$ cat src/rtp_header_parser_defines.svh
// ---------------------------------------------------------------------------
// rtp header parser assertion macros
// concurrent check wrappers shared by rtphp_track and rtp_header_parser, empty for synthesis
// ---------------------------------------------------------------------------
`ifndef RTP_HEADER_PARSER_DEFINES_SVH
`define RTP_HEADER_PARSER_DEFINES_SVH

`ifndef SYNTHESIS

// same-cycle property, masked while in reset
`define RTPHP_ASSERT(lbl, clk, rst, prop, msg) \
  lbl: assert property (@(posedge clk) disable iff (rst) (prop)) else $error(msg);

// antecedent this cycle, consequent next cycle, masked while in reset
`define RTPHP_ASSERT_NEXT(lbl, clk, rst, ante, cons, msg) \
  lbl: assert property (@(posedge clk) disable iff (rst) (ante) |=> (cons)) else $error(msg);

`else

`define RTPHP_ASSERT(lbl, clk, rst, prop, msg)
`define RTPHP_ASSERT_NEXT(lbl, clk, rst, ante, cons, msg)

`endif

`endif

$ cat src/rtphp_pkg.sv
// ---------------------------------------------------------------------------
// rtphp_pkg
// shared constants, types and helpers of the rtp header parser
// ---------------------------------------------------------------------------
package rtphp_pkg;

  // longest packet kept, bytes beyond it are dropped and flagged
  localparam int MAX_LEN = 2048;
  localparam int IDX_W   = $clog2(MAX_LEN + 1);
  // header end: csrc end plus extension words, 19 bits covers the worst case
  localparam int HEND_W  = 19;
  localparam int OFS_W   = 12;

  localparam int HDR_LEN     = 12;
  localparam int WRAP_LEN    = 4;
  localparam int EXT_HDR_LEN = 4;

  localparam logic [6:0] WRAP_MARK   = 7'h56;
  localparam logic [1:0] RTP_VERSION = 2'd2;

  localparam logic [3:0] ST_OK           = 4'd0;
  localparam logic [3:0] ST_SHORT        = 4'd1;
  localparam logic [3:0] ST_BAD_VERSION  = 4'd2;
  localparam logic [3:0] ST_CSRC_OVERRUN = 4'd3;
  localparam logic [3:0] ST_EXT_CUT      = 4'd4;
  localparam logic [3:0] ST_EXT_OVERRUN  = 4'd5;
  localparam logic [3:0] ST_PAD_EMPTY    = 4'd6;
  localparam logic [3:0] ST_BAD_PAD      = 4'd7;
  localparam logic [3:0] ST_TOO_LONG     = 4'd8;

  // packet state after the current word has been taken in
  typedef struct packed {
    logic [IDX_W-1:0]  byte_index;
    logic              wrap_seen;
    logic              overflow_seen;
    logic [7:0]        first_header_byte;
    logic [7:0]        second_header_byte;
    logic [15:0]       seq;
    logic [31:0]       ts;
    logic [31:0]       src;
    logic [HEND_W-1:0] header_end;
  } hdr_state_t;

  // one result descriptor
  typedef struct packed {
    logic [3:0]       status;
    logic             wrapped;
    logic             padding_flag;
    logic             extension_flag;
    logic [3:0]       contrib_count;
    logic             marker;
    logic [6:0]       pt_code;
    logic [15:0]      sequence_res;
    logic [31:0]      timestamp;
    logic [31:0]      ssrc;
    logic [OFS_W-1:0] payload_offset;
    logic [OFS_W-1:0] payload_length;
  } desc_t;

  // end of the csrc list, counted from the rtp header start
  function automatic logic [HEND_W-1:0] csrc_end(input logic [7:0] first_byte);
    csrc_end = HEND_W'(HDR_LEN) + HEND_W'({first_byte[3:0], 2'b00});
  endfunction

  // packet state at reset and after every final word
  function automatic hdr_state_t hdr_state_init();
    hdr_state_init            = '0;
    hdr_state_init.header_end = HEND_W'(HDR_LEN);
  endfunction

endpackage

$ cat src/rtphp_track.sv
// ---------------------------------------------------------------------------
// rtphp_track
// per-packet byte counter and header field capture
// ---------------------------------------------------------------------------
`include "rtp_header_parser_defines.svh"

module rtphp_track (
  input  logic                clk,
  input  logic                rst,
  input  logic                step,
  input  logic [7:0]          data_byte,
  input  logic                last,
  output rtphp_pkg::hdr_state_t cur
);

  localparam int IDX_W_L = rtphp_pkg::IDX_W;

  rtphp_pkg::hdr_state_t state;
  rtphp_pkg::hdr_state_t state_next;
  logic [7:0]            ext_len_high;
  logic [7:0]            ext_len_high_next;
  logic [IDX_W_L-1:0]    base;
  logic [IDX_W_L-1:0]    rel;
  logic [rtphp_pkg::HEND_W-1:0] ce;

  always_comb begin
    state_next        = state;
    ext_len_high_next = ext_len_high;
    ce                = rtphp_pkg::csrc_end(state.first_header_byte);
    base              = '0;
    rel               = '0;
    if (state.byte_index == IDX_W_L'(rtphp_pkg::MAX_LEN)) begin
      state_next.overflow_seen = 1'b1;
    end else begin
      state_next.byte_index = state.byte_index + IDX_W_L'(1);
      if (state.byte_index == IDX_W_L'(1) && data_byte[6:0] == rtphp_pkg::WRAP_MARK) begin
        state_next.wrap_seen = 1'b1;
      end
      base = state_next.wrap_seen ? IDX_W_L'(rtphp_pkg::WRAP_LEN) : '0;
      if (state.byte_index >= base) begin
        rel = state.byte_index - base;
        if (rel == '0) begin
          state_next.first_header_byte = data_byte;
          state_next.header_end        = rtphp_pkg::csrc_end(data_byte);
        end else if (rel == IDX_W_L'(1)) begin
          state_next.second_header_byte = data_byte;
        end else if (rel <= IDX_W_L'(3)) begin
          state_next.seq = {state.seq[7:0], data_byte};
        end else if (rel <= IDX_W_L'(7)) begin
          state_next.ts = {state.ts[23:0], data_byte};
        end else if (rel <= IDX_W_L'(11)) begin
          state_next.src = {state.src[23:0], data_byte};
        end
        // extension length word sits two bytes into the extension header
        if (state.first_header_byte[4] && rel >= IDX_W_L'(rtphp_pkg::HDR_LEN)) begin
          if (rtphp_pkg::HEND_W'(rel) == ce + rtphp_pkg::HEND_W'(2)) begin
            ext_len_high_next = data_byte;
          end else if (rtphp_pkg::HEND_W'(rel) == ce + rtphp_pkg::HEND_W'(3)) begin
            state_next.header_end = ce + rtphp_pkg::HEND_W'(rtphp_pkg::EXT_HDR_LEN)
                                  + rtphp_pkg::HEND_W'({ext_len_high, data_byte, 2'b00});
          end
        end
      end
    end
  end

  always_ff @(posedge clk) begin
    if (rst || (step && last)) begin
      state        <= rtphp_pkg::hdr_state_init();
      ext_len_high <= '0;
    end else if (step) begin
      state        <= state_next;
      ext_len_high <= ext_len_high_next;
    end
  end

  assign cur = state_next;

  `RTPHP_ASSERT(a_idx_bound, clk, rst,
    state.byte_index <= IDX_W_L'(rtphp_pkg::MAX_LEN), "byte counter past limit")
  `RTPHP_ASSERT(a_ovf_at_limit, clk, rst,
    !state.overflow_seen || state.byte_index == IDX_W_L'(rtphp_pkg::MAX_LEN),
    "overflow flagged below limit")
  `RTPHP_ASSERT_NEXT(a_end_clears, clk, rst, step && last,
    state.byte_index == '0 && !state.wrap_seen && !state.overflow_seen,
    "packet state not cleared after final word")

endmodule

$ cat src/rtphp_check.sv
// ---------------------------------------------------------------------------
// rtphp_check
// end-of-packet validity checks and descriptor assembly
// ---------------------------------------------------------------------------
module rtphp_check (
  input  rtphp_pkg::hdr_state_t st,
  input  logic [7:0]            pad,
  output rtphp_pkg::desc_t      desc
);

  localparam int HW = rtphp_pkg::HEND_W;

  logic [HW-1:0] base;
  logic [HW-1:0] len;
  logic [HW-1:0] l;
  logic [HW-1:0] ce;
  logic [HW-1:0] plen;
  logic [HW-1:0] pay;
  logic [3:0]    stat;
  logic [7:0]    fhb;

  always_comb begin
    fhb  = st.first_header_byte;
    base = st.wrap_seen ? HW'(rtphp_pkg::WRAP_LEN) : '0;
    len  = HW'(st.byte_index);
    l    = len - base;
    ce   = rtphp_pkg::csrc_end(fhb);
    plen = l - st.header_end;
    pay  = '0;
    stat = rtphp_pkg::ST_OK;
    if (st.overflow_seen) begin
      stat = rtphp_pkg::ST_TOO_LONG;
    end else if (len < HW'(rtphp_pkg::HDR_LEN) ||
                 (st.wrap_seen && len < HW'(rtphp_pkg::HDR_LEN + rtphp_pkg::WRAP_LEN))) begin
      stat = rtphp_pkg::ST_SHORT;
    end else if (fhb[7:6] != rtphp_pkg::RTP_VERSION) begin
      stat = rtphp_pkg::ST_BAD_VERSION;
    end else if (ce > l) begin
      stat = rtphp_pkg::ST_CSRC_OVERRUN;
    end else if (fhb[4] && ce + HW'(rtphp_pkg::EXT_HDR_LEN) > l) begin
      stat = rtphp_pkg::ST_EXT_CUT;
    end else if (fhb[4] && st.header_end > l) begin
      stat = rtphp_pkg::ST_EXT_OVERRUN;
    end else if (fhb[5] && plen == '0) begin
      stat = rtphp_pkg::ST_PAD_EMPTY;
    end else if (fhb[5] && (pad == 8'd0 || HW'(pad) > plen)) begin
      stat = rtphp_pkg::ST_BAD_PAD;
    end else begin
      pay = fhb[5] ? plen - HW'(pad) : plen;
    end

    desc        = '0;
    desc.status = stat;
    if (stat == rtphp_pkg::ST_OK) begin
      desc.wrapped        = st.wrap_seen;
      desc.padding_flag   = fhb[5];
      desc.extension_flag = fhb[4];
      desc.contrib_count  = fhb[3:0];
      desc.marker         = st.second_header_byte[7];
      desc.pt_code        = st.second_header_byte[6:0];
      desc.sequence_res   = st.seq;
      desc.timestamp      = st.ts;
      desc.ssrc           = st.src;
      desc.payload_offset = rtphp_pkg::OFS_W'(base + st.header_end);
      desc.payload_length = rtphp_pkg::OFS_W'(pay);
    end
  end

endmodule

$ cat src/rtp_header_parser.sv
// ---------------------------------------------------------------------------
// rtp_header_parser
// byte-serial rtp fixed-header parser with one descriptor per packet
// ---------------------------------------------------------------------------
// Packet bytes come in one word per cycle on the input channel, with last set
// on the final byte, and the block sustains one word every cycle without a
// stall. Each word is held in an input register, then the header tracker and
// the end of packet checks run on it and, for a final byte, the descriptor
// lands in the result register and out_valid rises. Words that are not final
// produce nothing. A wrapper whose second byte has low seven bits 0x56 is
// skipped and reported in wrapped. The final byte doubles as the pad count
// when the padding bit is set. Any status other than ok zeroes every other
// field. Bytes beyond MAX_LEN are dropped and the packet ends with status too
// long. The input stalls only while a final byte waits for a result register
// that is still held.
// ---------------------------------------------------------------------------
`include "rtp_header_parser_defines.svh"

module rtp_header_parser (
  input  logic        clk,
  input  logic        rst,
  // byte input
  input  logic        in_valid,
  output logic        in_stall,
  input  logic [7:0]  data_byte,
  input  logic        last,
  // descriptor output
  output logic        out_valid,
  input  logic        out_stall,
  output logic [3:0]  status,
  output logic        wrapped,
  output logic        padding_flag,
  output logic        extension_flag,
  output logic [3:0]  contrib_count,
  output logic        marker,
  output logic [6:0]  pt_code,
  output logic [15:0] sequence_res,
  output logic [31:0] timestamp,
  output logic [31:0] ssrc,
  output logic [11:0] payload_offset,
  output logic [11:0] payload_length
);

  // input register
  logic       in_q_valid;
  logic [7:0] in_q_byte;
  logic       in_q_last;

  // control
  logic slot_free;
  logic advance;

  rtphp_pkg::hdr_state_t cur;
  rtphp_pkg::desc_t      desc_next;
  rtphp_pkg::desc_t      desc;

  // result slot is free when empty or being taken this cycle
  assign slot_free = !out_valid || !out_stall;
  // non-final bytes always move on, a final byte needs the result slot
  assign advance   = in_q_valid && (!in_q_last || slot_free);
  assign in_stall  = in_q_valid && !advance;

  always_ff @(posedge clk) begin
    if (rst) begin
      in_q_valid <= 1'b0;
    end else if (!in_stall) begin
      in_q_valid <= in_valid;
    end
  end

  // payload of the input register, loaded on every accepted word
  always_ff @(posedge clk) begin
    if (in_valid && !in_stall) begin
      in_q_byte <= data_byte;
      in_q_last <= last;
    end
  end

  // header state and field capture
  rtphp_track u_track (
    .clk       (clk),
    .rst       (rst),
    .step      (advance),
    .data_byte (in_q_byte),
    .last      (in_q_last),
    .cur       (cur)
  );

  // end of packet checks, final byte is the pad count
  rtphp_check u_check (
    .st   (cur),
    .pad  (in_q_byte),
    .desc (desc_next)
  );

  // result register
  always_ff @(posedge clk) begin
    if (rst) begin
      out_valid <= 1'b0;
    end else if (advance && in_q_last) begin
      out_valid <= 1'b1;
    end else if (out_valid && !out_stall) begin
      out_valid <= 1'b0;
    end
  end

  always_ff @(posedge clk) begin
    if (advance && in_q_last) begin
      desc <= desc_next;
    end
  end

  assign status         = desc.status;
  assign wrapped        = desc.wrapped;
  assign padding_flag   = desc.padding_flag;
  assign extension_flag = desc.extension_flag;
  assign contrib_count  = desc.contrib_count;
  assign marker         = desc.marker;
  assign pt_code        = desc.pt_code;
  assign sequence_res   = desc.sequence_res;
  assign timestamp      = desc.timestamp;
  assign ssrc           = desc.ssrc;
  assign payload_offset = desc.payload_offset;
  assign payload_length = desc.payload_length;

  // error descriptors carry nothing but the status
  `RTPHP_ASSERT(a_err_zero, clk, rst,
    !out_valid || status == rtphp_pkg::ST_OK ||
    (payload_offset == '0 && payload_length == '0 && ssrc == '0 && timestamp == '0 &&
     sequence_res == '0 && pt_code == '0 && contrib_count == '0 && !wrapped),
    "error descriptor carries field data")
  // a good header is at least twelve bytes long
  `RTPHP_ASSERT(a_ok_offset, clk, rst,
    !out_valid || status != rtphp_pkg::ST_OK ||
    payload_offset >= 12'(rtphp_pkg::HDR_LEN),
    "ok descriptor with offset inside fixed header")
  // a final byte that moves on always loads a descriptor
  `RTPHP_ASSERT_NEXT(a_final_loads, clk, rst, advance && in_q_last, out_valid,
    "final word did not produce a descriptor")
  // the input only holds back for a final byte
  `RTPHP_ASSERT(a_stall_final, clk, rst, !in_stall || (in_q_valid && in_q_last && out_valid),
    "input stalled without a pending final word")

endmodule
$ cat config.mk
export PLATFORM = sky130hd
export DESIGN_NAME = rtp_header_parser
export DESIGN_NICKNAME = d
export VERILOG_FILES = /design/src/rtphp_pkg.sv /design/src/rtphp_track.sv /design/src/rtphp_check.sv /design/src/rtp_header_parser.sv
export VERILOG_INCLUDE_DIRS = /design/src /design/src/src
export SDC_FILE = /design/constraint.sdc
export NUM_CORES = 1
export LEC_CHECK = 0
export CAP_MARGIN = 20
export CORE_ASPECT_RATIO = 1.4
export CORE_MARGIN = 2
export CORE_UTILIZATION = 60
export DETAILED_ROUTE_END_ITERATION = 8
export DONT_BUFFER_PORTS = 1
export PLACE_DENSITY = 0.74
export SLEW_MARGIN = 20
export SYNTH_ARGS = -nofsm -noshare
export SYNTH_HDL_FRONTEND = slang
export SYNTH_SLANG_ARGS = --single-unit
$ cat constraint.sdc
create_clock -name clk -period 9.2 [get_ports clk]
set_clock_uncertainty 0.15 [all_clocks]
set_input_delay 0.92 -clock clk [delete_from_list [all_inputs] [get_ports clk]]
set_output_delay 0.92 -clock clk [all_outputs]
set_load 0.02 [all_outputs]
# After elaboration in Yosys (flattened, before gate mapping)
# Cells that the tools add are included.
[classes]
mul = 0
n_bitwise = 2
n_eq_ne = 7
addsub = 14
n_lt_le_gt_ge = 11
div = 0
n_reduce_logical = 29
muxes = 32
shifts = 0
[ops]
columns = ["operator", "count"]
rows = [
  ["$mux W115", 2],
  ["$mux W32", 3],
  ["$mux W88", 1],
  ["$mux W80", 1],
  ["$mux W19", 4],
  ["$mux W64", 1],
  ["$gt A19 B19 Y1", 3],
  ["$add A19 B2 Y19 const B", 2],
  ["$add A19 B3 Y19 const B", 2],
  ["$eq A12 B19 Y1", 2],
  ["$mux W4", 7],
  ["$eq A12 B1 Y1 const B", 2],
  ["$add A4 B6 Y7 const A", 3],
  ["$add A19 B18 Y19", 1],
  ["$gt A8 B19 Y1", 1],
  ["$logic_not A19 Y1", 1],
  ["$sub A12 B19 Y19", 1],
  ["$sub A19 B19 Y19", 1],
  ["$mux W16", 1],
  ["$mux W8", 2],
  ["$mux W13", 1],
  ["$add A12 B1 Y12 const B", 1],
  ["$add A12 B12 Y12", 1],
  ["$eq A12 B12 Y1 const B", 1],
  ["24 further kinds", 50],
]
[totals]
wordCells = 121
latchBits = 0
memories = 0
rom_bits = 0
out_inout_bits = 125
input_bits = 13
ram_bits = 0
reg_bits = 271

# Depth between registers and ports, before layout
# Gate-level depths: netlist (run 1).
[logic_depth]
ltp_word = 29
ltp_mapped = 36
mapped_depth_nobuf = 32

# Hierarchy
# A second synthesis (run 1) with hierarchy kept.
[unflattened]
cells_unflattened = 1585
hier_area_um2 = 15351.0
[by_module_without_submodules]
columns = ["mod", "instances", "seq_area_each_um2", "cells_each", "area_each_um2"]
rows = [
  ["rtphp_track", 1, 2742.6, 896, 7659.8],
  ["rtp_header_parser", 1, 4003.8, 145, 4056.4],
  ["rtphp_check", 1, 0.0, 544, 3634.7],
]

# Least setup slack after synthesis (run 1)
# Ideal clock, no wire load.
[synth_path]
path_type = "register to register"
from = "register in_q_byte[0]"
to = "register desc (netlist bit contrib_count[2]), data pin"
t_arrival_ns = 6.691
setup_time_ns = 0.141
period_less_slack_ns = 6.981
stages_incl_launch_ff = 35
t_required_ns = 8.909
setup_slack_ns = 2.219
n_path_buf = 5
cell_sequence = "edfxtp_1 clkbuf_1 inv_1 ha_1 nand3_1 nor3_1 a31oi_1 inv_1 ha_1 ha_1 clkbuf_1 xnor2_1 xnor2_1 nor4_1 nand4_1 or4b_2 clkbuf_1 nor2_1 a211oi_1 inv_1 ha_1 a21oi_1 and2_1 o21ai_1 xor2_1 ha_1 nand4_1 o22ai_1 a21oi_1 nand2b_1 a21o_1 or4_4 buf_2 buf_2 nor2_1"
[synth_between]
elab_chain_len = 26
word_cells_on_any_way = 50
classes_between = "7 x add/sub; 6 x order compare; 4 x eq/ne; 20 x mux; 13 x reduce/logical"
[synth_rtl]
columns = ["element", "line_no", "source"]
rows = [
  ["start, declared", "rtp_header_parser.sv:46", "logic [7:0] in_q_byte;"],
  ["start signal, assigned", "rtp_header_parser.sv:74", "in_q_byte <= data_byte;"],
  ["branches (longest 26 deep; another with $sub A19 B19 Y19)", "-", ""],
  ["end signal, assigned", "rtp_header_parser.sv:109", "desc <= desc_next;"],
  ["end, declared", "rtp_header_parser.sv:55", "rtphp_pkg::desc_t desc;"],
]
# Several ways; the timed one is not identified. The select of a mux whose other input is x is not followed.
# A chain may end at the register's enable or synchronous reset.

# Final worst setup path (run 1)
[layout_path]
from = "register u_track.state[118] (netlist name)"
to = "register desc (netlist bit payload_length[1]), data pin"
[layout_between]
elab_chain_len = 28
word_cells_on_any_way = 56
classes_between = "7 x add/sub; 8 x order compare; 5 x eq/ne; 22 x mux; 1 x bitwise; 13 x reduce/logical"
[layout_rtl]
columns = ["element", "line_no", "source"]
rows = [
  ["start, declared", "rtphp_track.sv:18", "rtphp_pkg::hdr_state_t state;"],
  ["start signal, assigned", "rtphp_track.sv:69", "state <= rtphp_pkg::hdr_state_init();"],
  ["start signal, assigned", "rtphp_track.sv:72", "state <= state_next;"],
  ["branches (longest 28 deep; another with $sub A19 B19 Y19)", "-", ""],
]
# Several ways; the timed one is not identified. The select of a mux whose other input is x is not followed.

==> flow_metrics.env, run 1 <==
export IMPL_outcome="completed"
export IMPL_highest_layer="met4"
export IMPL_drc=0
export IMPL_detail_route_first_pass_iterations=5
export IMPL_worstReg2RegStart="u_track.state[118]"
export IMPL_worstSetupStartpoint="u_track.state[118]"
export IMPL_post_route_min_period_ps=8391
export IMPL_setup_viol=0
export IMPL_post_cts_resized=0
export IMPL_grt_pass1_vias=11339
export IMPL_whs_ps=300.1
export IMPL_layout_nets=1744
export IMPL_cp_max_fo=30
export IMPL_cp_required_ps=9330
export IMPL_start_kind="flop"
export IMPL_ys_seq_area_frac=0.4516
export IMPL_post_route_util=0.6527
export IMPL_synthTopCellsByArea="edfxtp_1 27%, dfxtp_1 19%, nand2_1 8.9%"
export IMPL_diodes=0
export IMPL_viasPerCell=6.041
export IMPL_ys_warn_count=0
export IMPL_grt_max_degree=83
export IMPL_routed_wirelength_um=39770
export IMPL_track_usage=0.2984
export IMPL_antenna_found_initial=0
export IMPL_p_leak_nw=5.574
export IMPL_syn_nets=1790
export IMPL_tns_ps=0
export IMPL_synth_top_area_cell="edfxtp_1"
export IMPL_clock_sinks=271
export IMPL_ant_nets=0
export IMPL_netlist_area_sq_um=14940
export IMPL_design_area_sq_um=16050
export IMPL_maxSlewHeadroom=0.3167
export IMPL_synth_top_area_frac=0.2653
export IMPL_synthDistinctLibCells=74
export IMPL_insertion_delay_ps=550
export IMPL_slowest_stage="or4_4"
export IMPL_synth_seq_cells=271
export IMPL_path_clk_slew_ps=60
export IMPL_cts_tree="done"
export IMPL_cts_max_level=1
export IMPL_area_delta_synth_final_pct=7.438
export IMPL_arrival_ps=8520
export IMPL_period_share=0.9121
export IMPL_rows=68
export IMPL_die_h_um=190.7
export IMPL_worstSetupEndpointType="flop"
export IMPL_portBuffers=0
export IMPL_die_x_um=137.4
export IMPL_synth_most_common_cell="nand2_1"
export IMPL_grt_overflow_total=0
export IMPL_die_area_sq_um=26190
export IMPL_syn_area_per_cell_sq_um=8.772
export IMPL_gp_congestion=0.9678
export IMPL_cts_inserted_buffers=26
export IMPL_coreArea_sq_um=24590
export IMPL_layout_drive_gt1_share=0.1002
export IMPL_ir_worst_vdd_uv=176.9
export IMPL_min_path_type="in2reg"
export IMPL_critPathMostFrequentCell="ha_1"
export IMPL_cap_violations=0
export IMPL_min_from="rst"
export IMPL_synth_common_cells="354 x nand2_1, 180 x nor2_1, 166 x a21oi_1, 139 x dfxtp_1, 132 x edfxtp_1"
export IMPL_ys_flop_type="dfxtp_1"
export IMPL_hold_viol_final=0
export IMPL_finalMaxSlewViolations=0
export IMPL_critPathMaxStageDelay_ps=730
export IMPL_grt_setup_unrepaired="no"
export IMPL_stdcell_count=1992
export IMPL_p_per_area_nw_per_um2=178.5
export IMPL_via_count=12034
export IMPL_ios=138
export IMPL_avgRoutedWirePerCell_um=19.96
export IMPL_start_util=0.6075
export IMPL_timing_fmax_mhz=119.2
export IMPL_critPathKind="reg2reg"
export IMPL_dr_first_iter_drc_count=871
export IMPL_wirelength_met1_um=15200
export IMPL_r2r_slack_ps=810
export IMPL_clockBufferDepth=3
export IMPL_dpl_hpwl_um=28100
export IMPL_grt_pass1_wl_um=61060
export IMPL_placed_area_sq_um=15100
export IMPL_wl_met2_um=20500
export IMPL_root_buffer="clkbuf_16"
export IMPL_place_inst=1943
export IMPL_cts_hold_buf=0
export IMPL_synth_cells=1703
export IMPL_cts_setup_buffers=0
export IMPL_dr_wl_met3_um=2109
export IMPL_tightestPinTransition_ps=1016
export IMPL_synthArstFlopShare=0
export IMPL_synth_edf_count=132
[routing by layer]
metal,track usage,vias up
met5,0,-
met4,0.1435,0
met3,0.03854,110
met2,0.5339,410
met1,0.3474,5739
li1,-,5775
[power by group]
group / total (W) / internal, W / switching [W]
Clock: 0.00114 / 0.000671 / 0.000467
Combinational: 0.000415 / 0.000149 / 0.000266
Sequential: 0.00131 / 0.00128 / 0.0000298
Total: 0.00286 / 0.00210 / 0.000762
[critical path: cells and delay by family, from the launching register on]
family	cells	cell delay (ps)
buffers and inverters	4	600
AOI/OAI and AO/OA	7	2010
and+or+nand+nor	10	2570
DFF	1	530
xor gates and xnor gates	3	550
adders and majority gates	5	1690
[final timing paths]
path	endpoint	depth (start not counted)
worst max register to register	payload_length[1]	29
worst max-delay path	payload_length[1]	29
worst min-delay path	out_valid	1
worst min register to register	u_track.state[77]	2
[state kept, by name, indices dropped and copies added (netlist names), 7 cells and up]
signal	flops
in_q_byte	8
payload_length	12
payload_offset	12
pt_code	7
sequence_res	16
ssrc	32
timestamp	32
u_track.ext_len_high	8
u_track.state	129
[cell families (layout without fill, tap and decap cells)]
kind of cell,Yosys count,count (layout),share of synthesized area
other,1,1,0.0002510
AND/OR/NAND/NOR,691,691,0.1999
multiplexers,28,28,0.01918
flip-flops,271,271,0.4516
AO/OA/AOI/OAI,375,375,0.1639
XOR/XNOR,86,86,0.05042
buffers and inverters,177,151,0.05126
adder cells (fa/ha/maj),74,74,0.06349
[placed cells by master, fill, tap and decap left out, types with 9 or more instances in the layout]
cell type and instances:
a21oi_2 67, a31oi_1 12, xor2_1 26, xnor2_1 60, nor3_1 22, o21ai_0 30
nand2_1 353, mux2i_1 23, nor2_1 177, nand4_1 20, edfxtp_1 132, nor4_1 11
a21oi_1 166, buf_4 28, dfxtp_1 139, inv_1 70, clkbuf_16 30, nand2b_1 9
nand3_1 36, ha_1 71, and3_1 9, a211oi_1 27, a21o_1 15
[per-stage QoR]
step / power [W] / setup slack [ps]
4_1_cts: 0.002867 / 993.6
3_3_place_gp: 0.001740 / 1133
6_report: 0.002864 / 809.1
3_5_place_dp: 0.001746 / 982.9
2_1_floorplan: 0.001636 / 2219
5_1_grt: 0.002963 / 196.9
[cell type report]
type                    count  area, sq um
well taps                 315        394.1
multi-input cells        1255         7452
clock inverters            10        110.1
flip-flops and latches    271         6746
clock buffers              38        810.8
inverters                  72        270.3
repair buffers             31        265.3
fillers                  2012         8539
Power figures use the tool's default switching activity.
==> run 2, diff against run 1 <==
RECOVER_POWER = 100   (was default)
==> flow_metrics.env, run 2 (synthesized netlist as in run 1, its figures left out) <==
export IMPL_outcome="complete, but fails checks"
export IMPL_violations="capacitance limit, slew limit"
export IMPL_root_buffer="clkbuf_16"
export IMPL_start_util=0.6075
export IMPL_dpl_hpwl_um=28100
export IMPL_p_comb_frac=0.145
export IMPL_cts_max_level=1
export IMPL_grt_setup_unrepaired="no"
export IMPL_swShare=0.2658
export IMPL_finalMaxSlewViolations=212
export IMPL_via_count=12053
export IMPL_critPathKind="reg2reg"
export IMPL_tightestPinTransition_ps=4768
export IMPL_grt_pass1_wl_um=61060
export IMPL_final_fill_count=2070
export IMPL_path_clk_slew_ps=60
export IMPL_clock_sinks=271
export IMPL_final_cell_mix="353 x nand2_1, 229 x a21oi_1, 177 x nor2_1"
export IMPL_gp_congestion=0.9678
export IMPL_multi_input_area_sq_um=7194
export IMPL_ir_worst_vdd_uv=177.0
export IMPL_pwr_share_clk=0.397
export IMPL_portBuffers=0
export IMPL_detail_route_first_pass_iterations=7
export IMPL_routed_wirelength_um=39960
export IMPL_drc=0
export IMPL_top_register="u_track.state"
export IMPL_layout_commonest_cell="nand2_1"
export IMPL_avgRoutedWirePerCell_um=20.06
export IMPL_switchingPower_w=0.0007615
export IMPL_diodes=0
export IMPL_rows=68
export IMPL_grt_pass1_vias=11339
export IMPL_viasPerCell=6.051
export IMPL_min_path_type="in2reg"
export IMPL_tns_ps=0
export IMPL_p_per_area_nw_per_um2=181.5
export IMPL_cp_required_ps=9320
export IMPL_die_h_um=190.7
export IMPL_start_kind="flop"
export IMPL_layout_nets=1744
export IMPL_period_share=0.9205
export IMPL_die_x_um=137.4
export IMPL_placed_area_sq_um=15100
export IMPL_regArea_sq_um=6746
export IMPL_insertion_delay_ps=540
export IMPL_dr_first_iter_drc_count=893
export IMPL_internal_power_w=0.002103
export IMPL_layout_drive_gt1_share=0.05963
export IMPL_coreArea_sq_um=24590
export IMPL_cts_hold_buf=0
export IMPL_post_cts_resized=0
export IMPL_cap_violations=3
export IMPL_die_area_sq_um=26190
export IMPL_setup_viol=0
export IMPL_ant_nets=0
export IMPL_p_leak_nw=5.568
export IMPL_post_route_min_period_ps=8469
export IMPL_cts_tree="done"
export IMPL_whs_ps=301.5
export IMPL_critPathMostFrequentCell="ha_1"
export IMPL_cp_max_fo=30
export IMPL_grt_overflow_total=0
export IMPL_antenna_found_initial=0
export IMPL_arrival_ps=8590
export IMPL_maxSlewHeadroom=-2.178
export IMPL_critPathMaxStageDelay_ps=720
export IMPL_slowest_stage="or4_4"
export IMPL_area_delta_synth_final_pct=5.670
export IMPL_worstSetupEndpointType="flop"
export IMPL_clockBufferDepth=3
export IMPL_cts_setup_buffers=0
export IMPL_timing_fmax_mhz=118.1
export IMPL_grt_max_degree=83
export IMPL_ios=138
export IMPL_post_route_util=0.6420
export IMPL_cts_inserted_buffers=26
export IMPL_largest_register_ffs=129
export IMPL_hold_viol_final=0
export IMPL_design_area_sq_um=15790
export IMPL_p_seq_frac=0.458
export IMPL_track_usage=0.2984
[run 2: worst max-delay path: cells and delay by family, from the launching register on]
| kind | cells | cell delay, ps |
|---|---|---|
| compound gates | 8 | 2080 |
| simple gates | 12 | 3720 |
| fa+ha+maj | 3 | 980 |
| xor+xnor | 1 | 230 |
| buf+inv | 3 | 480 |
| flops | 1 | 520 |
[run 2: worst paths after layout]
check | start | endpoint | slack [ps] | cells after the start
hold / removal | rst | out_valid | 300 | 1
setup / recovery | u_track.state[123] | payload_length[1] | 730 | 27
hold reg to reg | u_track.state[76] | u_track.state[76] | 310 | 2
setup reg to reg | u_track.state[123] | payload_length[1] | 730 | 27
[run 2: layout make-up]
class,instances,share of cell area
multi-input combinational,1255,0.4558
sequential,271,0.4274
clock buffer,38,0.05136
tap,315,0.02497
inverter,72,0.01712
timing repair buffer,31,0.01641
clock inverter,10,0.006975
[run 2: per-layer routing]
layer  GRT usage  up-vias  share of wire
met2      0.5339      463           0.51
met5           0        -              0
met3     0.03854      111          0.061
met1      0.3474     5710           0.38
li1            -     5769              -
met4      0.1435        0          0.049
[run 2: per-stage QoR]
stage | power (W) | instances | setup WS [ps]
6_report | 0.002864 | 1992 | 731.0
5_1_grt | 0.002964 | 1992 | 193.7
4_1_cts | 0.002867 | 1991 | 993.6
3_5_place_dp | 0.001746 | 1943 | 982.9
3_3_place_gp | 0.001740 | 1943 | 1133
2_1_floorplan | 0.001636 | 1703 | 2219
[run 2: power groups by stage]
stage / clock network, W / registers (W) / logic [W]
2_1_floorplan: 0 / 0.00133 / 0.000304
3_3_place_gp: 0 / 0.00134 / 0.000402
3_5_place_dp: 0 / 0.00134 / 0.000408
4_1_cts: 0.00115 / 0.00131 / 0.000411
5_1_grt: 0.00119 / 0.00132 / 0.000458
6_report: 0.00114 / 0.00131 / 0.000414
==> run 3, diff against run 2 <==
ABC_AREA = 1   (was default)
CORE_MARGIN = 3   (was 2)
==> flow_metrics.env, run 3 <==
export IMPL_post_cts_resized=0
export IMPL_p_leak_nw=7.889
export IMPL_pwr_share_clk=0.338
export IMPL_critPathMostFrequentCell="nand2_1"
export IMPL_syn_nets=2090
export IMPL_min_path_type="in2reg"
export IMPL_violations="capacitance limit, slew limit"
export IMPL_die_x_um=142.7
export IMPL_grt_overflow_total=0
export IMPL_ant_nets=0
export IMPL_use_met2=0.5132
export IMPL_ir_worst_vdd_uv=136.4
export IMPL_path_delay_family="simple AND/OR/NAND/NOR gates"
export IMPL_top_register="u_track.state"
export IMPL_grt_max_degree=118
export IMPL_largest_register_ffs=129
export IMPL_grt_pass1_vias=12388
export IMPL_netlist_area_sq_um=15690
export IMPL_insertion_delay_ps=550
export IMPL_p_per_area_nw_per_um2=195.8
export IMPL_synth_seq_cells=271
export IMPL_cts_hold_buf=0
export IMPL_synthDistinctLibCells=49
export IMPL_period_share=0.8812
export IMPL_cts_tree="done"
export IMPL_die_h_um=197.3
export IMPL_cts_setup_buffers=0
export IMPL_start_kind="flop"
export IMPL_slowest_stage="edfxtp_1"
export IMPL_layout_drive_gt1_share=0.05321
export IMPL_cts_inserted_buffers=27
export IMPL_via_count=12741
export IMPL_dr_first_iter_drc_count=980
export IMPL_viasPerCell=5.513
export IMPL_synth_simple_area_share=0.2276
export IMPL_synth_most_common_cell="nand2_1"
export IMPL_setup_viol=0
export IMPL_tns_ps=0
export IMPL_synth_cells=2003
export IMPL_arrival_ps=8320
export IMPL_finalMaxSlewViolations=220
export IMPL_cp_required_ps=9410
export IMPL_grt_pass1_wl_um=64400
export IMPL_met1_usage=0.3304
export IMPL_p_seq_frac=0.423
export IMPL_diodes=0
export IMPL_die_area_sq_um=28150
export IMPL_avgRoutedWirePerCell_um=17.57
export IMPL_cts_max_level=1
export IMPL_cp_max_fo=117
export IMPL_synth_edf_count=132
export IMPL_timing_fmax_mhz=123.3
export IMPL_ios=138
export IMPL_start_util=0.6139
export IMPL_post_route_min_period_ps=8107
export IMPL_critPathKind="reg2reg"
export IMPL_synth_compound_area_share=0.1229
export IMPL_detail_route_first_pass_iterations=5
export IMPL_tightestPinTransition_ps=3479
export IMPL_internal_power_w=0.002190
export IMPL_syn_area_per_cell_sq_um=7.832
export IMPL_hold_viol_final=0
export IMPL_muxShareOfSynthArea=0.02106
export IMPL_routed_wirelength_um=40600
export IMPL_ys_seq_area_frac=0.4301
export IMPL_clock_sinks=271
export IMPL_switchingPower_w=0.001042
export IMPL_outcome="complete, but fails checks"
export IMPL_p_comb_frac=0.239
export IMPL_synthXorXnorAreaFrac=0.02592
export IMPL_swShare=0.3223
export IMPL_root_buffer="clkbuf_16"
export IMPL_critPathMaxStageDelay_ps=550
export IMPL_gp_congestion=0.9320
export IMPL_grt_setup_unrepaired="no"
export IMPL_worstSetupEndpointType="flop"
export IMPL_busiest_layer="met2"
export IMPL_ys_warn_count=0
export IMPL_ys_flop_type="dfxtp_1"
export IMPL_grtUsageMet3=0.03415
export IMPL_track_usage=0.2864
export IMPL_area_delta_synth_final_pct=5.200
export IMPL_rows=69
export IMPL_maxSlewHeadroom=-1.319
export IMPL_final_cell_mix="433 x nand2_1, 362 x inv_1, 198 x nor2_1"
export IMPL_layout_commonest_cell="nand2_1"
export IMPL_synth_top_area_cell="edfxtp_1"
export IMPL_synthTopCellsByArea="edfxtp_1 25%, dfxtp_1 18%, nand2_1 10%"
export IMPL_cap_violations=3
export IMPL_final_fill_count=2233
export IMPL_synthArstFlopShare=0
export IMPL_clockBufferDepth=3
export IMPL_drc=0
export IMPL_placed_area_sq_um=15850
export IMPL_path_buf_inv=7
export IMPL_coreArea_sq_um=25550
export IMPL_synth_top_family_by_area="simple AND/OR/NAND/NOR gates"
export IMPL_synthAdderAreaFrac=0.06046
export IMPL_antenna_found_initial=0
export IMPL_synth_common_cells="435 x nand2_1, 362 x inv_1, 170 x nor2_1, 139 x dfxtp_1, 132 x edfxtp_1"
export IMPL_path_clk_slew_ps=70
export IMPL_dpl_hpwl_um=29620
export IMPL_design_area_sq_um=16500
export IMPL_synth_top_area_frac=0.2527
export IMPL_portBuffers=0
export IMPL_layout_nets=2058
-- run 3: cells by family after synthesis --
kind of cell / count (synthesis)
compound gates: 340
xor+xnor: 43
fa+ha+maj: 74
buf+inv: 446
flops: 271
mux: 33
other cells: 1
simple gates: 795
-- run 3: cell type report --
type,instances,area [sq um],area share
Clock buffer,31,690.7,0.04185
Clock inverter,19,176.4,0.01069
Inverter,370,1393,0.08438
Multi-Input combinational cell,1286,6998,0.4240
Sequential cell,271,6746,0.4088
Tap cell,319,399.1,0.02419
Timing Repair Buffer,15,100.1,0.006065
-- run 3: worst paths after layout --
check	start	cells after the start	to	slack, ps
setup / recovery	in_q_byte[0]	41	payload_length[3]	1090
hold / removal	rst	1	in_q_valid	280
setup reg to reg	in_q_byte[0]	41	payload_length[3]	1090
hold reg to reg	u_track.state[1]	2	u_track.state[1]	290
-- run 3: power groups by stage --
stage | Combinational [W] | Clock (W) | Sequential, W
6_report | 0.000774 | 0.00109 | 0.00137
5_1_grt | 0.000880 | 0.00115 | 0.00137
4_1_cts | 0.000795 | 0.00111 | 0.00136
3_5_place_dp | 0.000790 | 0 | 0.00139
3_3_place_gp | 0.000776 | 0 | 0.00139
2_1_floorplan | 0.000614 | 0 | 0.00138
-- run 3: through the flow --
step	util	std cells	setup slack (ps)	hold slack [ps]	total power (W)
finish	0.6458	2311	1093	275.6	0.003232
global route	0.6458	2311	441.5	248.7	0.003406
CTS	0.6541	2311	1126	258.4	0.003265
detailed placement	0.6202	2261	1181	283.5	0.002180
global placement	0.6202	2261	1276	282.0	0.002164
floorplan	-	2003	3050	274.7	0.001994
-- run 3: per-layer routing --
| layer | part of all wire | routed length (um) |
|---|---|---|
| met1 | 0.38 | 15610 |
| met2 | 0.51 | 20680 |
| met3 | 0.047 | 1907 |
| met4 | 0.059 | 2400 |
| met5 | 0 | 0 |
